`src/hw/rtl/bdp_pkg.sv`:
```
// Shared types, constants and helpers of the branch direction predictor.
package bdp_pkg;

	localparam int IDX_W   = 10;
	localparam int DEPTH   = 1 << IDX_W;
	localparam int GHIST_W = 10;
	localparam int HLEN_W  = 4;
	localparam int MODE_W  = 3;
	localparam int CTR_W   = 2;
	localparam int DATA_W  = 32;
	localparam int ADDR_W  = 3;

	localparam logic [ADDR_W-1:0] ADDR_MODE = 3'd0;
	localparam logic [ADDR_W-1:0] ADDR_HLEN = 3'd4;

	localparam logic OP_PREDICT = 1'b0;
	localparam logic OP_UPDATE  = 1'b1;

	localparam logic [CTR_W-1:0] CTR_ZERO    = 2'd0;
	localparam logic [CTR_W-1:0] CTR_WEAK_NT = 2'd1;
	localparam logic [CTR_W-1:0] CTR_WEAK_T  = 2'd2;
	localparam logic [CTR_W-1:0] CTR_MAX     = 2'd3;

	typedef logic [CTR_W-1:0] ctr_t;
	typedef logic [IDX_W-1:0] idx_t;

	typedef enum logic [MODE_W-1:0] {
		MODE_STATIC = 3'd0,
		MODE_BIM1   = 3'd1,
		MODE_BIM2   = 3'd2,
		MODE_GSHARE = 3'd3,
		MODE_TOURN  = 3'd4
	} mode_t;

	typedef enum logic [1:0] {
		ST_CLEAR,
		ST_IDLE,
		ST_EXEC
	} state_t;

	typedef struct packed {
		logic load;
		logic exec;
		logic clear;
		logic restart;
	} dp_cmd_t;

	typedef struct packed {
		logic mode_wr;
		logic clear_done;
		logic exec_blocked;
	} dp_stat_t;

	function automatic ctr_t sat_step(ctr_t c, logic up);
		ctr_t r;
		r = c;
		if (up) begin
			if (c != CTR_MAX) r = c + 2'd1;
		end else begin
			if (c != CTR_ZERO) r = c - 2'd1;
		end
		return r;
	endfunction

endpackage

```
`src/hw/rtl/bdp_ctrl.sv`:
```
// Controller: sequences table clearing, request capture and execution.
module bdp_ctrl (
	input  logic               clk,
	input  logic               arst_n,
	input  logic               in_valid,
	output logic               in_ready,
	input  bdp_pkg::dp_stat_t  stat,
	output bdp_pkg::dp_cmd_t   cmd
);

	bdp_pkg::state_t state_q, state_d;

	always_ff @(posedge clk or negedge arst_n) begin
		if (!arst_n) begin
			state_q <= bdp_pkg::ST_CLEAR;
		end else begin
			state_q <= state_d;
		end
	end

	always_comb begin
		state_d     = state_q;
		in_ready    = 1'b0;
		cmd         = '0;
		cmd.restart = stat.mode_wr;
		unique case (state_q)
			bdp_pkg::ST_CLEAR: begin
				cmd.clear = 1'b1;
				if (stat.clear_done) state_d = bdp_pkg::ST_IDLE;
			end
			bdp_pkg::ST_IDLE: begin
				in_ready = 1'b1;
				if (in_valid) begin
					cmd.load = 1'b1;
					state_d  = bdp_pkg::ST_EXEC;
				end
			end
			bdp_pkg::ST_EXEC: begin
				if (!stat.exec_blocked) begin
					cmd.exec = 1'b1;
					state_d  = bdp_pkg::ST_IDLE;
				end
			end
			default: state_d = bdp_pkg::ST_CLEAR;
		endcase
		if (stat.mode_wr) state_d = bdp_pkg::ST_CLEAR;
	end

endmodule

```
`config.mk`:
```
export PLATFORM = sky130hd
export DESIGN_NAME = bdp_ctrl
export DESIGN_NICKNAME = d
export VERILOG_FILES = /design/src/hw/rtl/bdp_pkg.sv /design/src/hw/rtl/bdp_ctrl.sv
export SDC_FILE = /design/constraint.sdc
export NUM_CORES = 1
export LEC_CHECK = 0
export ABC_CLOCK_PERIOD_IN_PS = 1550
export BUFFER_PORTS_ARGS = -buffer_cell sky130_fd_sc_hd__clkbuf_2
export CORE_AREA = 2 2 39 41
export DETAILED_ROUTE_END_ITERATION = 7
export DIE_AREA = 0 0 41 43
export GPL_TIMING_DRIVEN = 0
export PLACE_DENSITY = 0.31
export SYNTH_ARGS = -nofsm -noshare
export SYNTH_HDL_FRONTEND = slang
export SYNTH_SLANG_ARGS = --single-unit
```
`constraint.sdc`:
```
create_clock -name clk -period 1.55 [get_ports clk]
set_clock_uncertainty 0.1 [all_clocks]
set_input_delay 0.0775 -clock clk [delete_from_list [all_inputs] [get_ports clk]]
set_output_delay 0.0775 -clock clk [all_outputs]
set_load 0.005 [all_outputs]
```
Yosys cells after proc, flatten, opt, wreduce, memory -nomap -nowiden
Cells that the tools add are included.
{ "word_totals": {"ff_bits": 2, "input_bits": 6, "output_inout_bits": 5, "elab_cells": 19} }
{ "classes": {"n_eq_ne": 5, "mux": 11, "n_reduce_logical": 2} }
{ "ops": {"columns": ["cell", "count"], "rows": [
  ["3-bit != test, second input constant", 3],
  ["2-bit two-way mux", 4],
  ["1-bit two-way mux", 6],
  ["2-bit one-hot mux with 3 select lines", 1],
  ["3-bit AND reduction", 1],
  ["2-bit by 1-bit equality test with 1-bit output, second input constant", 1],
  ["2-bit equality test, second input constant", 1],
  ["2-bit zero test", 1]
]} }

Depth between registers and ports, before layout
{ "logic_depth": {"depth_word": 3, "ltp_mapped": 2, "depth_no_buf": 2} }

Worst setup path before layout
OpenSTA, ideal clock, no wires.
{ "synth_path": {"path_kind": "register to register", "from": "reg state_q[0]", "to": "reg state_q[0]", "setup_time_ns": 0.126, "arrival_ns": 0.842, "required_time_ns": 1.324, "slack_ns": 0.482, "stages_incl_launch_ff": 3, "n_path_buf": 0, "synth_period_minus_slack_ns": 1.068, "cell_sequence": "dfrtp_1 > nor2b_1 > o311a_1"} }
{ "synth_between": {"elab_chain_len": 3, "elab_cells_between_ends": 9, "cone_classes": "eq/ne: 5; mux: 2; reduce/logical: 2"} }
{ "synth_rtl": {"columns": ["item", "line_no", "source"], "rows": [
  ["start, declared", "bdp_ctrl.sv:11", "bdp_pkg::state_t state_q, state_d;"],
  ["start signal, assigned", "bdp_ctrl.sv:15", "state_q <= bdp_pkg::ST_CLEAR;"],
  ["start signal, assigned", "bdp_ctrl.sv:17", "state_q <= state_d;"],
  ["2-bit equality test, or another cell as far along", "bdp_ctrl.sv:26", "unique case (state_q)"],
  ["3-bit != test (no line) or 2-bit one-hot mux with 3 select lines (tied branches)", null, null],
  ["3-bit AND reduction (no line) or 2-bit two-way mux (tied branches)", null, null]
]} }
Parallel ways exist; a longest one is shown, timed or not.
A chain may end at the register's enable or synchronous reset.

==> Implementation_results.wiki <==
{| class="wikitable"
! Metric !! Value
|-
| Result of the run || completed
|-
| Wire per inst || about 8.0 µm
|-
| Overall via count from detail_route || 146
|-
| Final-report max-slew violation count || 0
|-
| Data arrival, critical path || around 1 ns
|-
| Net count reported at finish || 36
|-
| Hold Crit Start || stat[2]
|-
| Initial antenna violation count || 0
|-
| Clock slew seen by the registers of the worst setup and hold paths || 0.03 ns
|-
| IO buf count || 10
|-
| Starting density of the core || 0.0986
|-
| Worst slew margin relative to its limit || 0.866
|-
| Capture endpoint of the worst hold path || state_q[1]
|-
| Commonest cells in the synthesized netlist || 2 x and3b_2, 2 x dfrtp_1, 2 x nor2b_1
|-
| Syn Inst Count || 14
|-
| Number of antenna diodes || 0
|-
| Clock Tree Root || clkbuf_4
|-
| Violation count after the first detailed-routing iteration || 1
|-
| Synthesized flop and latch total || 2
|-
| Total grt overflow || 0
|-
| Register with the most flip-flops || state_q
|-
| Worst endpoint required time || 1.37 ns
|-
| DP HPWL || between 200 and 300 µm
|-
| CTS tree || built
|-
| Proportion of synthesized flip-flops having asynchronous set or reset || 1.00
|-
| Yosys warnings || 0
|-
| Top cell type's share of synthesized area || 0.367
|-
| Cell accounting for the most synthesized area || dfrtp_1
|-
| FP Rows || 14
|-
| Busiest metal layer after global routing || met4
|-
| Final Wtd Congestion || between 0.5 and 0.6
|-
| Highest-delay cell along the critical path || dfrtp_1
|-
| Unrepaired setup endpoints after global routing || false
|-
| Maximum Capacitance Violations || 0
|-
| Global-route wire length before repair || between 500 and 600 µm
|-
| Post-placement cell area || approximately 210 µm²
|-
| IO Pins || 11
|-
| Worst-skew pair later-pin latency || 0.22 ns
|-
| Ratio of cells with drive above 1 in the final layout || 0.607
|-
| Avg Cell Area, Syn || just under 10 µm²
|-
| Clock sinks || 2
|-
| Met2 layer usage reported by global route || 0.0500
|-
| Number of setup buffers added after CTS || 0
|-
| Cell depth of the worst flop-to-flop path || 2
|-
| Residual DRC || 0
|-
| Detailed Route WL || ~350 µm
|-
| Design Area, Final || between 200 and 250 µm²
|-
| Number of buffers added by the clock tree synthesis step || 3
|-
| Primary FF master, synth || dfrtp_1
|-
| Maximum number of pins on one net before global-route repair || 9
|-
| Leading cell types by total area after synthesis || dfrtp_1 37%, and3b_2 15%, nor2b_1 9.2%
|-
| Total number of H-tree levels || 1
|-
| Final hold violation count || 0
|-
| Max VDD drop || around 0.33 mV
|-
| Type of the tightest min-delay check || in -> reg
|-
| Worst reg2reg path startpoint || state_q[0]
|-
| Static power due to leakage || 0.000130 µW
|-
| Crit path max fanout || 7
|-
| Peak clock frequency supported by timing || 0.843 GHz
|-
| Endpoint class of the critical path || primary output
|-
| Floorplan die width || ~41 µm
|-
| Sequential standard cell area || around 50 µm²
|-
| Minimum period implied by the final worst setup slack || about 1.2 ns
|-
| P per Cell Area || between 900 and 1000 mW/mm²
|-
| Largest regs || state_q (2)
|-
| Antenna violation net count after detailed routing || 0
|-
| Area taken by multi-input logic gates || between 70 and 80 µm²
|-
| Flip-flop count of the largest register, all copies and words added || 2
|-
| First-pass detailed-route iteration total || 4
|-
| Synthesized net count || 20
|-
| TNS Setup || 0 ns
|-
| List of cells traversed by the critical path || and3b_2, clkbuf_2
|-
| R2R Path End || state_q[0]
|-
| Die area || 0.00176 mm²
|-
| Grt met3 use || 0.0157
|-
| Launching element type of the critical path || flip-flop
|-
| Die Y-Extent || between 40 and 50 µm
|-
| Post-synthesis cell type count || 11
|-
| WHS Path Cells || 3
|-
| Area growth from synthesis to layout || 75.2%
|-
| Number of flops mapped to enable cells by yosys || 0
|-
| Global-route total usage across every layer || 0.0523
|-
| Worst stage delay on the critical path || 0.42 ns
|-
| Post-synthesis cell area || between 100 and 150 µm²
|-
| Final setup violation count || 0
|-
| Worst slew pin tran || around 0.20 ns
|-
| Met1 capacity usage during global routing || 0.0581
|-
| Slack of the worst reg-to-reg path || 0.42 ns
|-
| Number of global-route vias before repair || 139
|-
| Type of the setup path with the least slack || reg -> out
|-
| Post-route clock period utilization || 0.766
|-
| Max clock buf depth || 2
|-
| Detailed-route vias per instance || approximately 3.3
|-
| Sequential-to-total area share from yosys stat || 0.367
|-
| Number of filler cells placed in the layout || 158
|-
| Core Footprint || 0.00138 mm²
|}
-- per-stage QoR --
| step | total power (µW) | util | instances | setup WS (ns) | hold WS [ns] |
|---|---|---|---|---|---|
| after detailed placement | 98.7 | 0.149 | 40 | 0.419 | -0.235 |
| after global routing | 236 | 0.173 | 44 | 0.292 | 0.0458 |
| after global placement | 98.6 | 0.149 | 40 | 0.419 | -0.236 |
| after CTS | 226 | 0.173 | 44 | 0.346 | 0.0297 |
| final | 216 | 0.173 | 44 | 0.363 | 0.0338 |
| after floorplan | 79.0 | - | 14 | 0.482 | -0.318 |
-- where the power goes --
group / internal, µW / switching (µW) / leakage (µW) / total, µW
clock: 85.6 / 31.3 / 0.0000138 / 117
combinational: 23.7 / 13.3 / 0.0000896 / 36.9
sequential: 56.3 / 6.04 / 0.0000267 / 62.3
total: 166 / 50.6 / 0.000130 / 216
-- worst max-delay path, delay by kind of cell, from the launching register on --
kind	cells	cell delay, ns
buf+inv	1	0.11
simple gates	1	0.26
flops	1	0.42
-- worst max-delay path by stage --
stage                     from    endpoint  slack, ns
floorplan           state_q[0]  state_q[0]       0.48
global placement    state_q[0]  state_q[0]       0.42
detailed placement  state_q[0]  state_q[0]       0.42
CTS                 state_q[1]      cmd[3]       0.35
global route        state_q[0]      cmd[2]       0.29
finish              state_q[1]      cmd[3]       0.36
-- repair_timing --
item / 4_1_cts / 5_1_grt
hold buffers: 1 / 0
endpoints found under the hold margin: 2 / 0
resized for setup: 0 / 0
-- placed cells by master, fill, tap and decap left out, drive strengths merged --
cell type,Yosys,layout
and3b,2,2
o21a,1,1
inv,1,1
o311a,1,1
dlygate4sd3,0,1
nor3b,1,1
nor2,1,1
buf,1,1
and2b,1,1
o21ai,1,1
nor2b,2,2
clkbuf,0,13
dfrtp,2,2
-- per-layer routing --
metal	vias up	routed length, µm
met5	-	0
met4	0	0
met3	0	41
met2	11	141
met1	58	168
li1	77	-
-- final cells by class --
class | instances | area share
repair buffers | 11 | 0.251
multi-input cells | 10 | 0.314
well taps | 16 | 0.0838
inverters | 1 | 0.0157
plain buffers | 1 | 0.0314
flip-flops and latches | 2 | 0.209
clock buffers | 3 | 0.0942
-- logic make-up after synthesis --
| group | synth area share |
|---|---|
| AND/OR/NAND/NOR | 0.385 |
| AO/OA/AOI/OAI | 0.165 |
| flip-flops | 0.367 |
| buffers and inverters | 0.0826 |
Power figures use the tool's default switching activity.
